[config.mk]
export PLATFORM = sky130hd
export DESIGN_NAME = monitor_packet_deframer_top
export DESIGN_NICKNAME = d
export VERILOG_FILES = /design/src/hdl/mpd_pkg.sv /design/src/hdl/monitor_packet_deframer_top.sv /design/src/hdl/mpd_in_reg.sv /design/src/hdl/mpd_core.sv /design/src/hdl/mpd_out_reg.sv
export SDC_FILE = /design/constraint.sdc
export NUM_CORES = 1
export LEC_CHECK = 0
export BUFFER_PORTS_ARGS = -buffer_cell sky130_fd_sc_hd__buf_4
export CAP_MARGIN = 20
export CORE_ASPECT_RATIO = 1.1
export CORE_UTILIZATION = 60
export CTS_BUF_LIST = sky130_fd_sc_hd__clkbuf_2
export DETAILED_ROUTE_END_ITERATION = 10
export GPL_TIMING_DRIVEN = 0
export PLACE_DENSITY = 0.86
export SYNTH_ARGS = -nofsm -noshare
export SYNTH_HDL_FRONTEND = slang
export SYNTH_SLANG_ARGS = --single-unit
[constraint.sdc]
create_clock -name clk_i -period 5.9 [get_ports clk_i]
set_input_delay 1.18 -clock clk_i [delete_from_list [all_inputs] [get_ports clk_i]]
set_output_delay 1.18 -clock clk_i [all_outputs]
set_load 0.005 [all_outputs]
[src/hdl/mpd_pkg.sv]
// shared types and constants for the monitor packet deframer
package mpd_pkg;

  // default number of ecg payload bytes per packet
  localparam int unsigned EcgPayloadBytesDef = 7;

  // payload store depth and index width
  localparam int unsigned PayloadSlots = 7;
  localparam int unsigned SlotIdxW     = 3;

  // packet id bytes
  localparam logic [7:0] IdEcg  = 8'h08;
  localparam logic [7:0] IdSpo2 = 8'h09;
  localparam logic [7:0] IdIbp  = 8'h0a;

  // packet kind codes on the result channel
  localparam logic [1:0] KindEcg  = 2'd0;
  localparam logic [1:0] KindSpo2 = 2'd1;
  localparam logic [1:0] KindIbp  = 2'd2;

  // one decoded packet
  typedef struct packed {
    logic [1:0]  kind;
    logic [15:0] first;
    logic [15:0] second;
    logic [15:0] third;
  } mpd_result_t;

endpackage

[src/hdl/monitor_packet_deframer_top.sv]
// top level of the monitor packet deframer
//
// Reassembles packets from a patient monitor serial stream, one byte a beat.
// Input channel: rx_byte_i with in_valid_i / in_stall_o. A byte below 0x80
// restarts the search and is taken as a packet id (0x08 ecg, 0x09 spo2,
// 0x0a ibp); the next byte is an msb header, then the payload bytes, then a
// checksum byte that is not checked.
// Output channel: packet_kind_o and value_first_o..value_third_o with
// out_valid_o / out_stall_i. One beat is produced per packet, on its checksum.
// Throughput: one byte per cycle while in_stall_o stays low. The path is an
// input register followed by the decode logic that loads the result register,
// so the checksum byte is held in the input register before its result is loaded.
// When the receiver stalls, the result register holds; the decode stage then
// waits and the input register holds one more byte, after which in_stall_o
// rises until the receiver takes the result.
// Reset clears the packet phase, the slot index and the header; the result
// and input registers come up empty.
module monitor_packet_deframer_top
  import mpd_pkg::*;
#(
  parameter int unsigned ECG_PAYLOAD_BYTES = EcgPayloadBytesDef
) (
  input  logic        clk_i,
  input  logic        rst_ni,
  input  logic        in_valid_i,
  output logic        in_stall_o,
  input  logic [7:0]  rx_byte_i,
  output logic        out_valid_o,
  input  logic        out_stall_i,
  output logic [1:0]  packet_kind_o,
  output logic [15:0] value_first_o,
  output logic [15:0] value_second_o,
  output logic [15:0] value_third_o
);

  logic        advance;
  logic        step;
  logic [7:0]  byte_q;
  logic        res_valid;
  mpd_result_t res_d;
  mpd_result_t res_q;

  // input register
  mpd_in_reg u_in_reg (
    .clk_i      (clk_i),
    .rst_ni     (rst_ni),
    .in_valid_i (in_valid_i),
    .rx_byte_i  (rx_byte_i),
    .advance_i  (advance),
    .in_stall_o (in_stall_o),
    .step_o     (step),
    .byte_o     (byte_q)
  );

  // decode logic and packet state
  mpd_core #(
    .ECG_PAYLOAD_BYTES (ECG_PAYLOAD_BYTES)
  ) u_core (
    .clk_i       (clk_i),
    .rst_ni      (rst_ni),
    .step_i      (step),
    .byte_i      (byte_q),
    .res_valid_o (res_valid),
    .res_o       (res_d)
  );

  // result register
  mpd_out_reg u_out_reg (
    .clk_i       (clk_i),
    .rst_ni      (rst_ni),
    .step_i      (step),
    .res_valid_i (res_valid),
    .res_i       (res_d),
    .out_stall_i (out_stall_i),
    .out_valid_o (out_valid_o),
    .advance_o   (advance),
    .res_o       (res_q)
  );

  // result fields
  assign packet_kind_o  = res_q.kind;
  assign value_first_o  = res_q.first;
  assign value_second_o = res_q.second;
  assign value_third_o  = res_q.third;

endmodule

[src/hdl/mpd_in_reg.sv]
// input register stage for received bytes
module mpd_in_reg
  import mpd_pkg::*;
(
  input  logic       clk_i,
  input  logic       rst_ni,
  input  logic       in_valid_i,
  input  logic [7:0] rx_byte_i,
  input  logic       advance_i,
  output logic       in_stall_o,
  output logic       step_o,
  output logic [7:0] byte_o
);

  logic       valid_q;
  logic [7:0] byte_q;

  // hold the beat while the decode stage cannot move
  assign in_stall_o = valid_q && !advance_i;
  assign step_o     = valid_q && advance_i;
  assign byte_o     = byte_q;

  // control bit
  always_ff @(posedge clk_i or negedge rst_ni) begin
    if (!rst_ni) begin
      valid_q <= 1'b0;
    end else if (!in_stall_o) begin
      valid_q <= in_valid_i;
    end
  end

  // byte payload
  always_ff @(posedge clk_i) begin
    if (!in_stall_o && in_valid_i) begin
      byte_q <= rx_byte_i;
    end
  end

endmodule

[src/hdl/mpd_core.sv]
// packet phase tracking, msb restore and payload store
module mpd_core
  import mpd_pkg::*;
#(
  parameter int unsigned ECG_PAYLOAD_BYTES = EcgPayloadBytesDef
) (
  input  logic        clk_i,
  input  logic        rst_ni,
  input  logic        step_i,
  input  logic [7:0]  byte_i,
  output logic        res_valid_o,
  output mpd_result_t res_o
);

  typedef enum logic [3:0] {
    PhIdle    = 4'd0,
    PhEcgHdr  = 4'd1,
    PhEcgData = 4'd2,
    PhEcgSum  = 4'd3,
    PhSpoHdr  = 4'd4,
    PhSpoData = 4'd5,
    PhSpoSum  = 4'd6,
    PhIbpHdr  = 4'd7,
    PhIbpData = 4'd8,
    PhIbpSum  = 4'd9
  } phase_e;

  localparam logic [SlotIdxW-1:0] EcgLast  = SlotIdxW'(ECG_PAYLOAD_BYTES);
  localparam logic [SlotIdxW-1:0] SlotNone = SlotIdxW'(PayloadSlots);

  phase_e              phase_q, phase_d, phase_eff;
  logic [SlotIdxW-1:0] idx_q, idx_d, idx_inc;
  logic [7:0]          hdr_q, hdr_d;
  logic [7:0]          payload_q [PayloadSlots];
  logic                wr_en;
  logic [SlotIdxW-1:0] wr_idx;
  logic [7:0]          wr_data;

  // a low byte always restarts the packet search
  assign phase_eff = byte_i[7] ? phase_q : PhIdle;
  assign idx_inc   = idx_q + 1'b1;

  // next state, payload write and result
  always_comb begin
    phase_d     = phase_q;
    idx_d       = idx_q;
    hdr_d       = hdr_q;
    wr_en       = 1'b0;
    wr_idx      = '0;
    wr_data     = '0;
    res_valid_o = 1'b0;
    res_o       = '0;
    case (phase_eff)
      PhEcgHdr: begin
        hdr_d   = byte_i;
        phase_d = PhEcgData;
      end
      PhSpoHdr: begin
        hdr_d   = byte_i;
        phase_d = PhSpoData;
      end
      PhIbpHdr: begin
        hdr_d   = byte_i;
        phase_d = PhIbpData;
      end
      PhEcgData: begin
        wr_en   = (idx_q != SlotNone);
        wr_idx  = idx_q;
        wr_data = {hdr_q[idx_q], byte_i[6:0]};
        idx_d   = idx_inc;
        if (idx_inc == '0 || idx_inc >= EcgLast) begin
          phase_d = PhEcgSum;
        end
      end
      PhSpoData, PhIbpData: begin
        wr_en   = 1'b1;
        wr_idx  = '0;
        wr_data = {hdr_q[0], byte_i[6:0]};
        idx_d   = SlotIdxW'(1);
        phase_d = (phase_eff == PhSpoData) ? PhSpoSum : PhIbpSum;
      end
      PhEcgSum: begin
        res_valid_o  = 1'b1;
        res_o.kind   = KindEcg;
        res_o.first  = {payload_q[0], payload_q[1]};
        res_o.second = {payload_q[2], payload_q[3]};
        res_o.third  = {payload_q[4], payload_q[5]};
        phase_d      = PhIdle;
      end
      PhSpoSum, PhIbpSum: begin
        res_valid_o = 1'b1;
        res_o.kind  = (phase_eff == PhSpoSum) ? KindSpo2 : KindIbp;
        res_o.first = {8'h00, payload_q[0]};
        phase_d     = PhIdle;
      end
      default: begin
        // idle and unused codes: look for a packet id
        phase_d = PhIdle;
        if (byte_i == IdEcg) begin
          phase_d = PhEcgHdr;
          idx_d   = '0;
        end else if (byte_i == IdSpo2) begin
          phase_d = PhSpoHdr;
          idx_d   = '0;
        end else if (byte_i == IdIbp) begin
          phase_d = PhIbpHdr;
          idx_d   = '0;
        end
      end
    endcase
  end

  // control state
  always_ff @(posedge clk_i or negedge rst_ni) begin
    if (!rst_ni) begin
      phase_q <= PhIdle;
      idx_q   <= '0;
      hdr_q   <= '0;
    end else if (step_i) begin
      phase_q <= phase_d;
      idx_q   <= idx_d;
      hdr_q   <= hdr_d;
    end
  end

  // restored payload bytes
  always_ff @(posedge clk_i) begin
    if (step_i && wr_en) begin
      payload_q[wr_idx] <= wr_data;
    end
  end

endmodule

[src/hdl/mpd_out_reg.sv]
// result register toward the receiver
module mpd_out_reg
  import mpd_pkg::*;
(
  input  logic        clk_i,
  input  logic        rst_ni,
  input  logic        step_i,
  input  logic        res_valid_i,
  input  mpd_result_t res_i,
  input  logic        out_stall_i,
  output logic        out_valid_o,
  output logic        advance_o,
  output mpd_result_t res_o
);

  logic        valid_q;
  mpd_result_t res_q;

  // the decode stage may move when this register is free or being drained
  assign advance_o   = !valid_q || !out_stall_i;
  assign out_valid_o = valid_q;
  assign res_o       = res_q;

  // valid flag
  always_ff @(posedge clk_i or negedge rst_ni) begin
    if (!rst_ni) begin
      valid_q <= 1'b0;
    end else if (step_i) begin
      valid_q <= res_valid_i;
    end else if (!out_stall_i) begin
      valid_q <= 1'b0;
    end
  end

  // result fields
  always_ff @(posedge clk_i) begin
    if (step_i && res_valid_i) begin
      res_q <= res_i;
    end
  end

endmodule

After elaboration in Yosys (flattened, before gate mapping). Memory sizes are Yosys's and may differ from the RTL's. A register that Yosys moved wholly into a read port is not among the register bits. Cells that the tools add are included.

Multiplexer cells: 23. $add $sub $neg: 1. Equal/unequal tests: 15. Reductions and logical operators: 25. Magnitude comparators: 2. Bitwise gates (word level): 1.

Operators by type and width (count): 18-bit case mux with 2 select lines (1); 8-bit by 4-bit equality test with 1-bit output (second input constant) (3); 4-bit case mux with 6 select lines (1); 4-bit 2-to-1 mux (5); 4-bit by 3-bit equality test with 1-bit output (second input constant) (4); 8-bit case mux with 2 select lines (1); 3-bit 2-to-1 mux (5); 3-bit case mux with 3 select lines (1); 4-bit by 2-bit equality test with 1-bit output (second input constant) (2); 4-bit equality test (second input constant) (2); 1-bit logical NOT (8); 1-bit 2-to-1 mux (6); 3-bit OR reduction (2); 6-bit OR reduction (1); 1-bit logical AND (5); 5-bit nonzero test (1); 4-bit by 1-bit equality test with 1-bit output (second input constant) (1); 3-bit by 4-bit less-than comparator with 1-bit output (second input constant) (1); 2-bit by 1-bit != test with 1-bit output (second input constant) (2); 2-bit AND reduction (2); 2-bit OR reduction (2); 3-bit by 1-bit adder with 3-bit output (second input constant) (1); 1-bit binary-select mux with 3-bit select (1); 3-bit >= comparator (second input constant) (1); 7 further kinds (8).

Output and inout port bits: 52. Word-level logic and storage cells: 76. Input port bits: 12. Memories: 1. Memory bits (writable): 56. Register bits: 43.

Memory list: u_core.payload_q (words 7, bits a word 8, rd ports 6, clocked after memory_dff 4, write ports 1, RTL line mpd_core.sv:34) `logic [7:0] payload_q [PayloadSlots];`.

Longest topological paths before layout. Gate-level depths: netlist of run 1.

Word-level depth: 7. Mapped depth: 7. Mapped depth without buffers: 7.

By module. A second synthesis of run 1 with hierarchy kept.

Cells, all modules: 312. Area total of the unflattened synthesis: 4824.6 um^2.

Modules (own cells, without submodules): mpd_core (cells each 244, area each 2974.1 um^2, instances 1, seq. area each 1816.7 um^2); mpd_out_reg (cells each 54, area each 1546.5 um^2, instances 1, seq. area each 1526.5 um^2); mpd_in_reg (cells each 14, area each 304.0 um^2, instances 1, seq. area each 265.3 um^2).

Least setup slack after synthesis of run 1. OpenSTA, ideal clock, no wires.

Kind: input-to-reg. From: input port out_stall_i. To: register u_out_reg.res_o[0] (netlist name). Arrival: 3.543 ns. Path slack: 1.899 ns. Stages on the path: 3. Path through: nand2_1 -> nand2_1 -> nor2_1.

Word-level cells in the longest chain between the ends: 4.

Ends and longest elaborated chain: start, declared (RTL line monitor_packet_deframer_top.sv:29) `input logic out_stall_i,`; 1-bit logical NOT (RTL line mpd_out_reg.sv:20) `assign advance_o = !valid_q || !out_stall_i;`; 1-bit logical OR (RTL line mpd_out_reg.sv:20); 1-bit logical AND (RTL line mpd_in_reg.sv:20) `assign step_o = valid_q && advance_i;`; 1-bit logical AND (RTL line mpd_out_reg.sv:37) `if (step_i && res_valid_i) begin`.

No other way between the ends. A chain may end at the register's enable or synchronous reset.

Final worst setup path of run 1.
From: input port out_stall_i. To: output port in_stall_o.

Word-level cells in the longest chain between the ends: 4.

Ends and longest elaborated chain: 1-bit logical NOT (RTL line mpd_out_reg.sv:20); 1-bit logical OR (RTL line mpd_out_reg.sv:20); 1-bit logical NOT (RTL line mpd_in_reg.sv:19) `assign in_stall_o = valid_q && !advance_i;`; 1-bit logical AND (RTL line mpd_in_reg.sv:19); end, declared (RTL line monitor_packet_deframer_top.sv:26) `output logic in_stall_o,`.

No other way between the ends.

==> results of run 1 <==
[power by group]
| group | leakage [nW] | internal (mW) | switching, mW |
|---|---|---|---|
| Combinational | 0.885 | 0.0916 | 0.101 |
| Sequential | 1.25 | 0.990 | 0.0345 |
| Clock | 0.139 | 0.238 | 0.320 |
| Total | 2.28 | 1.32 | 0.456 |
[flip-flops by register name (all words and copies together) (netlist names)]
name,count
u_out_reg.res_o,50
u_core.payload_q,48
u_core.hdr_q,8
u_in_reg.byte_o,8
u_core.phase_q,4
u_core.idx_q,3
u_in_reg.valid_q,1
u_out_reg.out_valid_o,1
[layout by cell type (no fill, tap or decap), types with 2 or more instances in the layout]
master / instances
sky130_fd_sc_hd__a21oi_1: 5
sky130_fd_sc_hd__nand3_1: 2
sky130_fd_sc_hd__buf_1: 2
sky130_fd_sc_hd__o32ai_1: 2
sky130_fd_sc_hd__clkbuf_1: 5
sky130_fd_sc_hd__o21bai_1: 2
sky130_fd_sc_hd__o21ai_0: 8
sky130_fd_sc_hd__ha_1: 4
sky130_fd_sc_hd__buf_2: 5
sky130_fd_sc_hd__buf_4: 66
sky130_fd_sc_hd__mux4_2: 2
sky130_fd_sc_hd__dfrtp_1: 17
sky130_fd_sc_hd__nand2b_1: 6
sky130_fd_sc_hd__mux2i_1: 2
sky130_fd_sc_hd__mux2_2: 6
sky130_fd_sc_hd__clkbuf_2: 18
sky130_fd_sc_hd__mux2_4: 2
sky130_fd_sc_hd__inv_1: 4
sky130_fd_sc_hd__nor3_1: 3
sky130_fd_sc_hd__and3_1: 8
sky130_fd_sc_hd__nor2_1: 12
sky130_fd_sc_hd__nand2_1: 9
sky130_fd_sc_hd__edfxtp_1: 106
sky130_fd_sc_hd__inv_6: 2
sky130_fd_sc_hd__nor3b_2: 5
sky130_fd_sc_hd__nand4_1: 2
sky130_fd_sc_hd__a22o_1: 9
sky130_fd_sc_hd__clkinv_4: 2
sky130_fd_sc_hd__bufinv_16: 3
sky130_fd_sc_hd__clkinvlp_4: 5
sky130_fd_sc_hd__and2_1: 44
[synthesized netlist by cell type, types with 3 or more instances]
| cell type | number |
|---|---|
| sky130_fd_sc_hd__edfxtp_1 | 106 |
| sky130_fd_sc_hd__and2_1 | 44 |
| sky130_fd_sc_hd__dfrtp_1 | 17 |
| sky130_fd_sc_hd__nor2_1 | 13 |
| sky130_fd_sc_hd__a22o_1 | 9 |
| sky130_fd_sc_hd__nand2_1 | 9 |
| sky130_fd_sc_hd__and3_1 | 8 |
| sky130_fd_sc_hd__o21ai_0 | 8 |
| sky130_fd_sc_hd__mux2_2 | 6 |
| sky130_fd_sc_hd__nand2b_1 | 6 |
| sky130_fd_sc_hd__a21oi_1 | 5 |
| sky130_fd_sc_hd__clkbuf_1 | 5 |
| sky130_fd_sc_hd__nor3b_2 | 5 |
| sky130_fd_sc_hd__buf_2 | 4 |
| sky130_fd_sc_hd__ha_1 | 4 |
| sky130_fd_sc_hd__inv_1 | 4 |
| sky130_fd_sc_hd__buf_4 | 3 |
| sky130_fd_sc_hd__nor3_1 | 3 |
[cell families after synthesis]
kind of cell | synth area share, %
compound gates | 6.63
flops | 74.1
fa+ha+maj | 1.03
simple gates | 12.7
buf+inv | 2.03
mux | 3.34
xor+xnor | 0.180
[critical path, stage by stage]
cell	delay, ns
sky130_fd_sc_hd__buf_4	0.11
sky130_fd_sc_hd__nand3_1	0.11
sky130_fd_sc_hd__inv_1	0.05
sky130_fd_sc_hd__buf_4	0.13
[per-stage QoR]
stage | total power, mW | setup slack, ns | std cells | cell area [µm²]
after CTS | 1.78 | 3.14 | 500 | 5760
after global placement | 1.23 | 1.03 | 468 | 5480
after global routing | 1.84 | 3.11 | 501 | 5770
after detailed placement | 1.24 | 2.63 | 469 | 5510
after floorplan | 1.18 | 1.90 | 297 | 4870
final | 1.77 | 3.14 | 501 | 5770
[metal layers]
metal / part of all wire [%] / track usage [%] / vias to the layer above / wire length, µm
met5: 0 / 0 / - / 0
li1: - / - / 1277 / -
met3: 5.5 / 6.37 / 25 / 444
met4: 3.4 / 11.9 / 0 / 275
met2: 53 / 38.2 / 92 / 4300
met1: 38 / 22.9 / 1326 / 3110
[path summary, 6_finish.rpt]
check / to / slack, ns / cells past startpoint / startpoint
max: in_stall_o / 3.14 / 4 / out_stall_i
max reg2reg: u_out_reg.res_o[5] / 3.41 / 7 / u_core.phase_q[2]
min reg2reg: u_core.hdr_q[7] / 0.49 / 1 / u_core.hdr_q[7]
max in group asynchronous: u_core.idx_q[0] / 5.33 / 1 / rst_ni
min: u_out_reg.out_valid_o / 0.35 / 1 / rst_ni
min in group clk_i: u_core.hdr_q[7] / 0.49 / 1 / u_core.hdr_q[7]
[area by class of cell]
type	count	area, µm²	share of cell area (%)
timing repair buffer	65	498	8.63
multi-input combinational	154	1170	20.3
tap	108	135	2.34
buffer	15	80.1	1.39
sequential	123	3610	62.6
clock buffer	18	90.1	1.56
inverter	5	18.8	0.325
clock inverter	13	168	2.91
==> results.rst, run 1 <==
.. list-table::
   :header-rows: 1

   * - Metric
     - Value
   * - Number of register bits inferred by synthesis
     - 123
   * - Number of post-CTS setup repair buffers
     - 0
   * - Detailed-route wire length
     - 8120 µm
   * - Syn nets
     - 313
   * - Detailed-router iteration count before antenna repair
     - 5
   * - Post-cts resize count
     - 0
   * - Yosys warning total
     - 0
   * - Clock-pin slew on the worst setup and hold paths
     - ~0.18 ns
   * - Outcome
     - complete, no violations
   * - Synth Instances
     - 297
   * - Clock skew after layout
     - 0.0201 ns
   * - Leakage power total
     - 2.28 nW
   * - Count of cell types in the netlist
     - 48
   * - Kind of end point of the critical path
     - output port
   * - Clock buffer count from CTS
     - 17
   * - Synthesis-to-finish area growth
     - 18.4%
   * - First DRT Iteration DRCs
     - 107
   * - Flip-flop cell with the highest count after synthesis
     - sky130_fd_sc_hd__edfxtp_1
   * - Area of the mapped netlist
     - 0.00487 mm²
   * - Data arrival time of the critical path
     - 1.58 ns
   * - Fmax
     - 363 MHz
   * - Relative max-transition margin
     - between 40% and 50%
   * - H-Tree Depth
     - 4
   * - Critical path required time
     - 4.72 ns
   * - Residual antenna-violating net count after detailed routing
     - 0
   * - Initial antenna violation count
     - 0
   * - Pin count of the biggest net entering global routing
     - between 40 and 50
   * - Slew Viols, Final
     - 0
   * - Startpoint class of the critical path
     - primary input
   * - RSZ-0062 raised after global routing
     - no
   * - DR WL/cell
     - 16.2 µm
   * - Quantity of hold-fixing buffers added after cts
     - 0
   * - Worst supply voltage drop on vdd
     - between 200 and 300 µV
   * - HPWL after detailed placement
     - 5500 µm
   * - Net count of the finished layout
     - 397
   * - Vias in the first global route
     - ~2.6k
   * - Clock latency at the later pin of the worst-skew pair
     - around 0.66 ns
   * - Total of fill cells in the finished design
     - 492
   * - Clock Sink Count
     - 123
   * - Largest area contributor in the synthesized netlist
     - sky130_fd_sc_hd__edfxtp_1
   * - Row count
     - 34
   * - Fin Setup TNS
     - 0 ns
   * - Final core area utilization
     - 73.3%
   * - Wire length of the first global-routing pass
     - 12400 µm
   * - Critical path fanouts, max
     - 3
   * - Number of port buffers
     - 63
   * - Boundary Pins
     - 64
   * - Share of the synthesized area in the top cell type
     - 65.4%
   * - Ys async rst share
     - 13.8%
   * - Root buffer cell
     - sky130_fd_sc_hd__clkbuf_2
   * - Power per standard cell area
     - 308 mW/mm²
   * - Share of the cycle needed by the critical path after routing
     - between 40% and 50%
   * - GRT Residual Overflow
     - 0
   * - Max Cap Violations
     - 0
   * - Layout cells sized above 1
     - 33.3%
   * - Worst hold margin
     - 0.346 ns
   * - Class of the most critical setup path
     - in -> out
   * - Clock tree from TritonCTS
     - built
   * - Worst Hold Class
     - in -> async
   * - Setup violations, final
     - 0
   * - Via-per-instance ratio
     - 5.43
   * - Remaining design rule violation count
     - 0
   * - Hold Violations, Final
     - 0
   * - DR vias
     - 2720
   * - Area inside the core boundary
     - 0.00787 mm²
   * - Die Footprint
     - between 0.008 and 0.009 mm²
   * - Last weighted congestion value of the routability-driven placer
     - 0.838
   * - Final critical path time including I/O delays and setup
     - between 2 and 3 ns
   * - Initial core utilization
     - 61.9%
   * - Pin slew with the least headroom to its limit
     - 0.755 ns
   * - Chip Height
     - 96.5 µm
   * - Die Span X
     - 87.9 µm
   * - Average cell area after synthesis
     - 16.4 µm²
   * - Number of buffers on the longest clock path
     - 2
   * - Total routing resource utilization after global routing
     - 21.5%
   * - Leading post-synthesis cells by cell area
     - sky130_fd_sc_hd__edfxtp_1 (65%), sky130_fd_sc_hd__dfrtp_1 (8.7%), sky130_fd_sc_hd__and2_1 (5.7%)
   * - Diode insertion count for antenna repair
     - 0
   * - EDFF count, synth
     - 106
   * - Share of synthesized area occupied by flip-flops and latches
     - about three quarters
No activity file was read; power rests on OpenSTA's default activity.
==> run 2: changes to the inputs <==
- CORE_UTILIZATION: 60 -> 59
- PLACE_DENSITY: 0.86 -> 0.85
- clock period: 5.9 -> 2.9 ns (I/O delays scaled with it)
==> results.rst, run 2 (synthesized netlist as in run 1, its figures left out) <==
.. list-table::
   :header-rows: 1

   * - Metric
     - Value
   * - Outcome
     - complete, no violations (unchanged)
   * - R2r setup slk
     - 0.41 ns (was 3.41 ns)
   * - Via-per-instance ratio
     - 5.43 (about the same)
   * - Root buffer cell
     - sky130_fd_sc_hd__clkbuf_2 (unchanged)
   * - HPWL after detailed placement
     - 5520 µm (was 5500 µm)
   * - Layout cells sized above 1
     - 33.4% (was 33.3%)
   * - Class of the most critical setup path
     - reg -> reg (was in -> out)
   * - Setup slack after placement
     - 0.224 ns (was 2.63 ns)
   * - Pin count of the biggest net entering global routing
     - 40 (was 41)
   * - Slew Viols, Final
     - 0 (unchanged)
   * - Most common library cell in the layout ignoring fill and taps
     - sky130_fd_sc_hd__edfxtp_1 (unchanged)
   * - Placed standard-cell area
     - 0.00551 mm² (unchanged)
   * - Initial antenna violation count
     - 0 (unchanged)
   * - Residual antenna-violating net count after detailed routing
     - 0 (unchanged)
   * - Worst reg2reg startpoint
     - u_core.phase_q[2] (unchanged)
   * - Die Span X
     - 88.6 µm (was 87.9 µm)
   * - Total Power Consumption
     - 3.58 mW (was 1.77 mW)
   * - Number of port buffers
     - 63 (unchanged)
   * - Crit path cell chain
     - buf_2 -> nand2b_2 -> nor2_1 -> buf_2 -> nor2_1 -> nor2_4 -> buf_12 (was buf_4 -> nand3_1 -> inv_1 -> buf_4)
   * - Leakage power total
     - 2.30 nW (was 2.28 nW)
   * - Max Cap Violations
     - 0 (unchanged)
   * - Critical path required time
     - 3.26 ns (was 4.72 ns)
   * - Fin Setup TNS
     - 0 ns (unchanged)
   * - Vias in the first global route
     - 2613 (was 2576)
   * - Clock buffer count from CTS
     - 17 (unchanged)
   * - Number of buffers on the longest clock path
     - 2 (unchanged)
   * - Share of the cycle needed by the critical path after routing
     - 85.8%
   * - Total routing resource utilization after global routing
     - 20.7% (was 21.5%)
   * - Initial core utilization
     - 61.2% (was 61.9%)
   * - Chip Height
     - 97.3 µm (was 96.5 µm)
   * - Critical path fanouts, max
     - 39 (was 3)
   * - Clock skew after layout
     - 0.0348 ns (was 0.0201 ns)
   * - Worst hold path startpoint
     - rx_byte_i[3]
   * - Clock-pin slew on the worst setup and hold paths
     - 0.21 ns (was 0.18 ns)
   * - Slowest library cell on the worst path
     - sky130_fd_sc_hd__dfrtp_1 (was sky130_fd_sc_hd__buf_4)
   * - Row count
     - 34 (unchanged)
   * - Last weighted congestion value of the routability-driven placer
     - 0.875 (was 0.838)
   * - Synthesis-to-finish area growth
     - 18.6% (was 18.4%)
   * - Final core area utilization
     - 72.6% (was 73.3%)
   * - Post-route cell area
     - 0.00578 mm² (was 0.00577 mm²)
   * - Detailed-route wire length
     - 7950 µm (was 8120 µm)
   * - Net count of the finished layout
     - 398 (was 397)
   * - GRT Residual Overflow
     - 0 (unchanged)
   * - DR vias
     - 2729 (was 2720)
   * - Layer carrying the most global-route usage
     - met2 (unchanged)
   * - Met3 global-route usage
     - 6.12% (was 6.37%)
   * - Final critical path time including I/O delays and setup
     - 2.49 ns
   * - Clock Sink Count
     - 123 (unchanged)
   * - Relative max-transition margin
     - 52.6% (was 49.1%)
   * - Setup violations, final
     - 0 (unchanged)
   * - Diode insertion count for antenna repair
     - 0 (unchanged)
   * - Clock latency at the later pin of the worst-skew pair
     - 0.66 ns (about the same)
   * - Critical path startpoint
     - u_core.phase_q[2] (was out_stall_i)
   * - Worst Hold Class
     - in -> reg (was in -> async)
   * - Hold Path Depth
     - 1
   * - Area inside the core boundary
     - 0.00796 mm² (was 0.00787 mm²)
   * - R2R cell count
     - 7 (unchanged)
   * - Total of fill cells in the finished design
     - 498 (was 492)
   * - First DRT Iteration DRCs
     - 111 (was 107)
   * - Worst supply voltage drop on vdd
     - 428 µV (was 265 µV)
   * - Hold endpoint
     - u_in_reg.byte_o[3]
   * - Die Footprint
     - 0.00862 mm² (was 0.00848 mm²)
   * - Wire length of the first global-routing pass
     - 12600 µm (was 12400 µm)
   * - Power per standard cell area
     - 620 mW/mm² (was 308 mW/mm²)
   * - Pin slew with the least headroom to its limit
     - 0.708 ns (was 0.755 ns)
   * - Most frequent cells in the layout
     - sky130_fd_sc_hd__edfxtp_1 (106), sky130_fd_sc_hd__buf_4 (66), sky130_fd_sc_hd__and2_1 (44) (unchanged)
   * - Global routing met2 resource utilization
     - 35.4% (was 38.2%)
   * - Endpoint of the most critical register-to-register path
     - u_out_reg.res_o[10] (was u_out_reg.res_o[5])
   * - Largest stage delay, worst path
     - 0.47 ns (was 0.13 ns)
   * - Clock tree from TritonCTS
     - built (unchanged)
   * - H-Tree Depth
     - 4 (unchanged)
   * - Remaining design rule violation count
     - 0 (unchanged)
   * - DR WL/cell
     - 15.8 µm (was 16.2 µm)
   * - Startpoint class of the critical path
     - register (was primary input)
   * - Fmax
     - 402 MHz
   * - Number of flip-flops under the largest register name
     - 50 (unchanged)
   * - Kind of end point of the critical path
     - register (was output port)
   * - Boundary Pins
     - 64 (unchanged)
   * - RSZ-0062 raised after global routing
     - no (unchanged)
   * - Hold Violations, Final
     - 0 (unchanged)
   * - Met1 capacity usage during global routing
     - 23.9% (was 22.9%)
   * - Worst setup slack after layout
     - 0.411 ns (was 3.14 ns)
   * - Data arrival time of the critical path
     - 2.85 ns (was 1.58 ns)
   * - Detailed-router iteration count before antenna repair
     - 4 (was 5)
[run 2: area by class of cell]
class / count / area [µm²] / share of cell area [%]
flip-flops and latches: 123 / 3610 / 62.5
multi-input cells: 154 / 1170 / 20.3
repair buffers: 66 / 508 / 8.79
clock inverters: 15 / 171 / 2.97
well taps: 108 / 135 / 2.34
clock buffers: 17 / 85.1 / 1.47
plain buffers: 15 / 80.1 / 1.39
inverters: 5 / 18.8 / 0.325
[run 2: power by group]
part	internal (mW)	leakage, nW	total (mW)	switching (mW)
Sequential	2.01	1.25	2.09	0.0727
Clock	0.362	0.153	1.09	0.730
Combinational	0.188	0.889	0.400	0.212
[run 2: per-stage QoR]
| step | hold slack (ns) | std cells |
|---|---|---|
| 2_1_floorplan | 0.284 | 297 |
| 3_3_place_gp | 0.449 | 468 |
| 3_5_place_dp | 0.454 | 469 |
| 4_1_cts | 0.0467 | 502 |
| 5_1_grt | 0.00344 | 503 |
| 6_report | 0.0872 | 503 |
[run 2: worst max path at each step]
stage                                   endpoint
after global routing         u_out_reg.res_o[36]
final                        u_out_reg.res_o[10]
after detailed placement  u_core.payload_q[1][1]
after global placement        u_out_reg.res_o[9]
after CTS                 u_core.payload_q[1][4]
after floorplan               u_out_reg.res_o[0]
[run 2: worst max-delay path: cells and delay by family (launching register included)]
family / cells / cell delay (ns)
simple gates: 4 / 0.97
flops: 1 / 0.47
buf+inv: 3 / 0.75
[run 2: per-layer routing]
metal,vias to the layer above,part of all wire [%],routed length [µm]
met5,-,0,0
met4,0,2.5,195
met3,17,5.0,401
met2,99,53,4250
met1,1329,39,3100
li1,1284,-,-
[run 2: repair_timing]
action,CTS,global route
buffers inserted,0,0
hold endpoints to repair,17,0
resized for setup,0,0
hold buffers,1,0
==> run 3: changes to the inputs <==
- BUFFER_PORTS_ARGS: -buffer_cell sky130_fd_sc_hd__buf_4 -> -buffer_cell sky130_fd_sc_hd__clkbuf_2
==> results.rst, run 3 (synthesized netlist as in run 1, its figures left out) <==
.. list-table::
   :header-rows: 1

   * - Metric
     - Value
   * - Net switching power
     - 935 µW (was 1.02 mW)
   * - Initial antenna violation count
     - 0 (unchanged)
   * - First DRT Iteration DRCs
     - 146 (was 111)
   * - Detailed-route wire length
     - 7490 µm (was 7950 µm)
   * - Clock skew after layout
     - 0.0345 ns (was 0.0348 ns)
   * - Critical path fanouts, max
     - 8 (was 39)
   * - Largest stage delay, worst path
     - 0.85 ns (was 0.47 ns)
   * - Most frequent cells in the layout
     - sky130_fd_sc_hd__edfxtp_1 (106), sky130_fd_sc_hd__clkbuf_2 (80), sky130_fd_sc_hd__and2_1 (44) (was sky130_fd_sc_hd__edfxtp_1 (106), sky130_fd_sc_hd__buf_4 (66), sky130_fd_sc_hd__and2_1 (44))
   * - Startpoint class of the critical path
     - register (unchanged)
   * - Setup violations, final
     - 0 (unchanged)
   * - Clock-pin slew on the worst setup and hold paths
     - 0.18 ns (was 0.21 ns)
   * - Number of port buffers
     - 63 (unchanged)
   * - Worst path buffer plus inverter count
     - 2 (was 3)
   * - Final critical path time including I/O delays and setup
     - 2.71 ns (was 2.49 ns)
   * - Net count of the finished layout
     - 397 (was 398)
   * - Part of the total power dissipated in combinational logic
     - 10.6% (was 11.2%)
   * - Hold Violations, Final
     - 0 (unchanged)
   * - Leakage power total
     - 2.25 nW (was 2.30 nW)
   * - Remaining design rule violation count
     - 0 (unchanged)
   * - Boundary Pins
     - 64 (unchanged)
   * - Die Span X
     - 88.6 µm (unchanged)
   * - Synthesis-to-finish area growth
     - 15.6% (was 18.6%)
   * - Sum of met3 wire segment lengths after detailed routing
     - 441 µm (was 401 µm)
   * - Power per standard cell area
     - 644 mW/mm² (was 620 mW/mm²)
   * - Chip Height
     - 97.3 µm (unchanged)
   * - P_int
     - 2.69 mW (was 2.56 mW)
   * - Crit path cell chain
     - buf_4 -> nand3b_4 -> or3_1 -> buf_6 -> a211oi_4 -> nand2_2 -> nor3_1 (was buf_2 -> nand2b_2 -> nor2_1 -> buf_2 -> nor2_1 -> nor2_4 -> buf_12)
   * - Number of post-CTS setup repair buffers
     - 0 (unchanged)
   * - GRT Residual Overflow
     - 0 (unchanged)
   * - Worst Hold Class
     - in -> reg (unchanged)
   * - DR WL/cell
     - 14.9 µm (was 15.8 µm)
   * - Post-route non-filler standard cell count
     - 502 (was 503)
   * - Switching Fraction
     - 25.8% (was 28.4%)
   * - Root buffer cell
     - sky130_fd_sc_hd__clkbuf_2 (unchanged)
   * - Diode insertion count for antenna repair
     - 0 (unchanged)
   * - Share of the cycle needed by the critical path after routing
     - 93.3% (was 85.8%)
   * - Quantity of hold-fixing buffers added after cts
     - 1 (unchanged)
   * - Vias in the first global route
     - 2543 (was 2613)
   * - Last weighted congestion value of the routability-driven placer
     - 0.871 (was 0.875)
   * - RSZ-0062 raised after global routing
     - no (unchanged)
   * - DR vias
     - 2689 (was 2729)
   * - Fmax
     - 370 MHz (was 402 MHz)
   * - Share of total power in the clock network
     - 31.9% (was 30.5%)
   * - Routed metal-1 wire length
     - 2960 µm (was 3100 µm)
   * - Area inside the core boundary
     - 0.00796 mm² (unchanged)
   * - Row count
     - 34 (unchanged)
   * - Max Cap Violations
     - 0 (unchanged)
   * - H-Tree Depth
     - 4 (unchanged)
   * - Class of the most critical setup path
     - reg -> reg (unchanged)
   * - Post-cts resize count
     - 0 (unchanged)
   * - Sequential power share
     - 57.6% (was 58.3%)
   * - Worst path top cell family by delay
     - simple AND/OR/NAND/NOR gates (unchanged)
   * - Total routing resource utilization after global routing
     - 19.2% (was 20.7%)
   * - Kind of end point of the critical path
     - register (unchanged)
   * - Detailed-router iteration count before antenna repair
     - 6 (was 4)
   * - Pin slew with the least headroom to its limit
     - 1.09 ns (was 0.708 ns)
   * - Slew Viols, Final
     - 0 (unchanged)
   * - Outcome
     - complete, no violations (unchanged)
   * - Total instance count after detailed placement
     - 469 (unchanged)
   * - Clock buffer count from CTS
     - 17 (unchanged)
   * - Critical path required time
     - 3.18 ns (was 3.26 ns)
   * - Wire length of the first global-routing pass
     - 11800 µm (was 12600 µm)
   * - Fin Setup TNS
     - 0 ns (unchanged)
   * - Number of flip-flops under the largest register name
     - 50 (unchanged)
   * - Pin count of the biggest net entering global routing
     - 41 (was 40)
   * - Clock tree from TritonCTS
     - built (unchanged)
   * - HPWL after detailed placement
     - 5130 µm (was 5520 µm)
   * - Highest routed layer
     - met4 (unchanged)
   * - Clock Sink Count
     - 123 (unchanged)
   * - Worst supply voltage drop on vdd
     - 389 µV (was 428 µV)
   * - Die Footprint
     - 0.00862 mm² (unchanged)
   * - Slowest library cell on the worst path
     - sky130_fd_sc_hd__nor3_1 (was sky130_fd_sc_hd__dfrtp_1)
   * - Most common library cell in the layout ignoring fill and taps
     - sky130_fd_sc_hd__edfxtp_1 (unchanged)
   * - Layout cells sized above 1
     - 33.2% (was 33.4%)
   * - Met2 wire length
     - 3920 µm (was 4250 µm)
   * - Data arrival time of the critical path
     - 2.98 ns (was 2.85 ns)
   * - Via-per-instance ratio
     - 5.36 (was 5.43)
   * - Number of buffers on the longest clock path
     - 2 (unchanged)
   * - Initial core utilization
     - 61.2% (unchanged)
   * - Relative max-transition margin
     - 26.9% (was 52.6%)
   * - Residual antenna-violating net count after detailed routing
     - 0 (unchanged)
   * - Clock latency at the later pin of the worst-skew pair
     - 0.66 ns (about the same)
==> run 3: changes by cell type in the layout (fill, tap and decap cells not counted), sizes merged <==
cell	change
buf	-64
bufinv	+2
clkbuf	+63
clkinv	+2
clkinvlp	+1
inv	-5
==> run 3: power by group through the flow <==
stage / registers (mW) / logic (mW) / clock network, mW
floorplan: 2.10 / 0.300 / 0
global placement: 2.12 / 0.371 / 0
detailed placement: 2.13 / 0.383 / 0
CTS: 2.09 / 0.384 / 1.18
global route: 2.10 / 0.423 / 1.25
finish: 2.09 / 0.383 / 1.16
==> run 3: layer usage <==
| layer | vias up | global-route usage, % |
|---|---|---|
| met1 | 1282 | 22.4 |
| met5 | - | 0 |
| li1 | 1282 | - |
| met4 | 0 | 12.0 |
| met3 | 14 | 4.93 |
| met2 | 111 | 31.3 |
==> run 3: final cells by class <==
type / count / area (µm²)
fillers: 511 / 2320
inverters: 5 / 18.8
clock inverters: 15 / 188
well taps: 108 / 135
repair buffers: 65 / 345
plain buffers: 15 / 80.1
multi-input cells: 154 / 1170
clock buffers: 17 / 85.1
flip-flops and latches: 123 / 3610
==> run 3: path summary, 6_finish.rpt <==
check	startpoint	end	slack [ns]	cells after the start
hold / removal	rx_byte_i[1]	u_in_reg.byte_o[1]	0.10	1
min in group asynchronous	rst_ni	u_out_reg.out_valid_o	0.39	2
max in group asynchronous	rst_ni	u_core.idx_q[2]	2.19	2
hold reg to reg	u_core.hdr_q[7]	u_core.hdr_q[7]	0.50	1
setup / recovery	u_in_reg.byte_o[7]	u_core.payload_q[1][7]	0.19	7
setup reg to reg	u_in_reg.byte_o[7]	u_core.payload_q[1][7]	0.19	7
==> run 3: metrics by stage <==
stage | hold slack [ns] | area (µm²) | total power [mW] | setup WS (ns) | utilization [%]
2_1_floorplan | 0.284 | 4880 | 2.40 | 0.501 | -
3_3_place_gp | 0.447 | 5330 | 2.49 | 0.0240 | 67.0
3_5_place_dp | 0.467 | 5350 | 2.51 | 0.215 | 67.2
4_1_cts | 0.0492 | 5630 | 3.65 | 0.184 | 70.8
5_1_grt | 0.0450 | 5630 | 3.77 | 0.0605 | 70.8
6_report | 0.101 | 5630 | 3.63 | 0.195 | 70.8
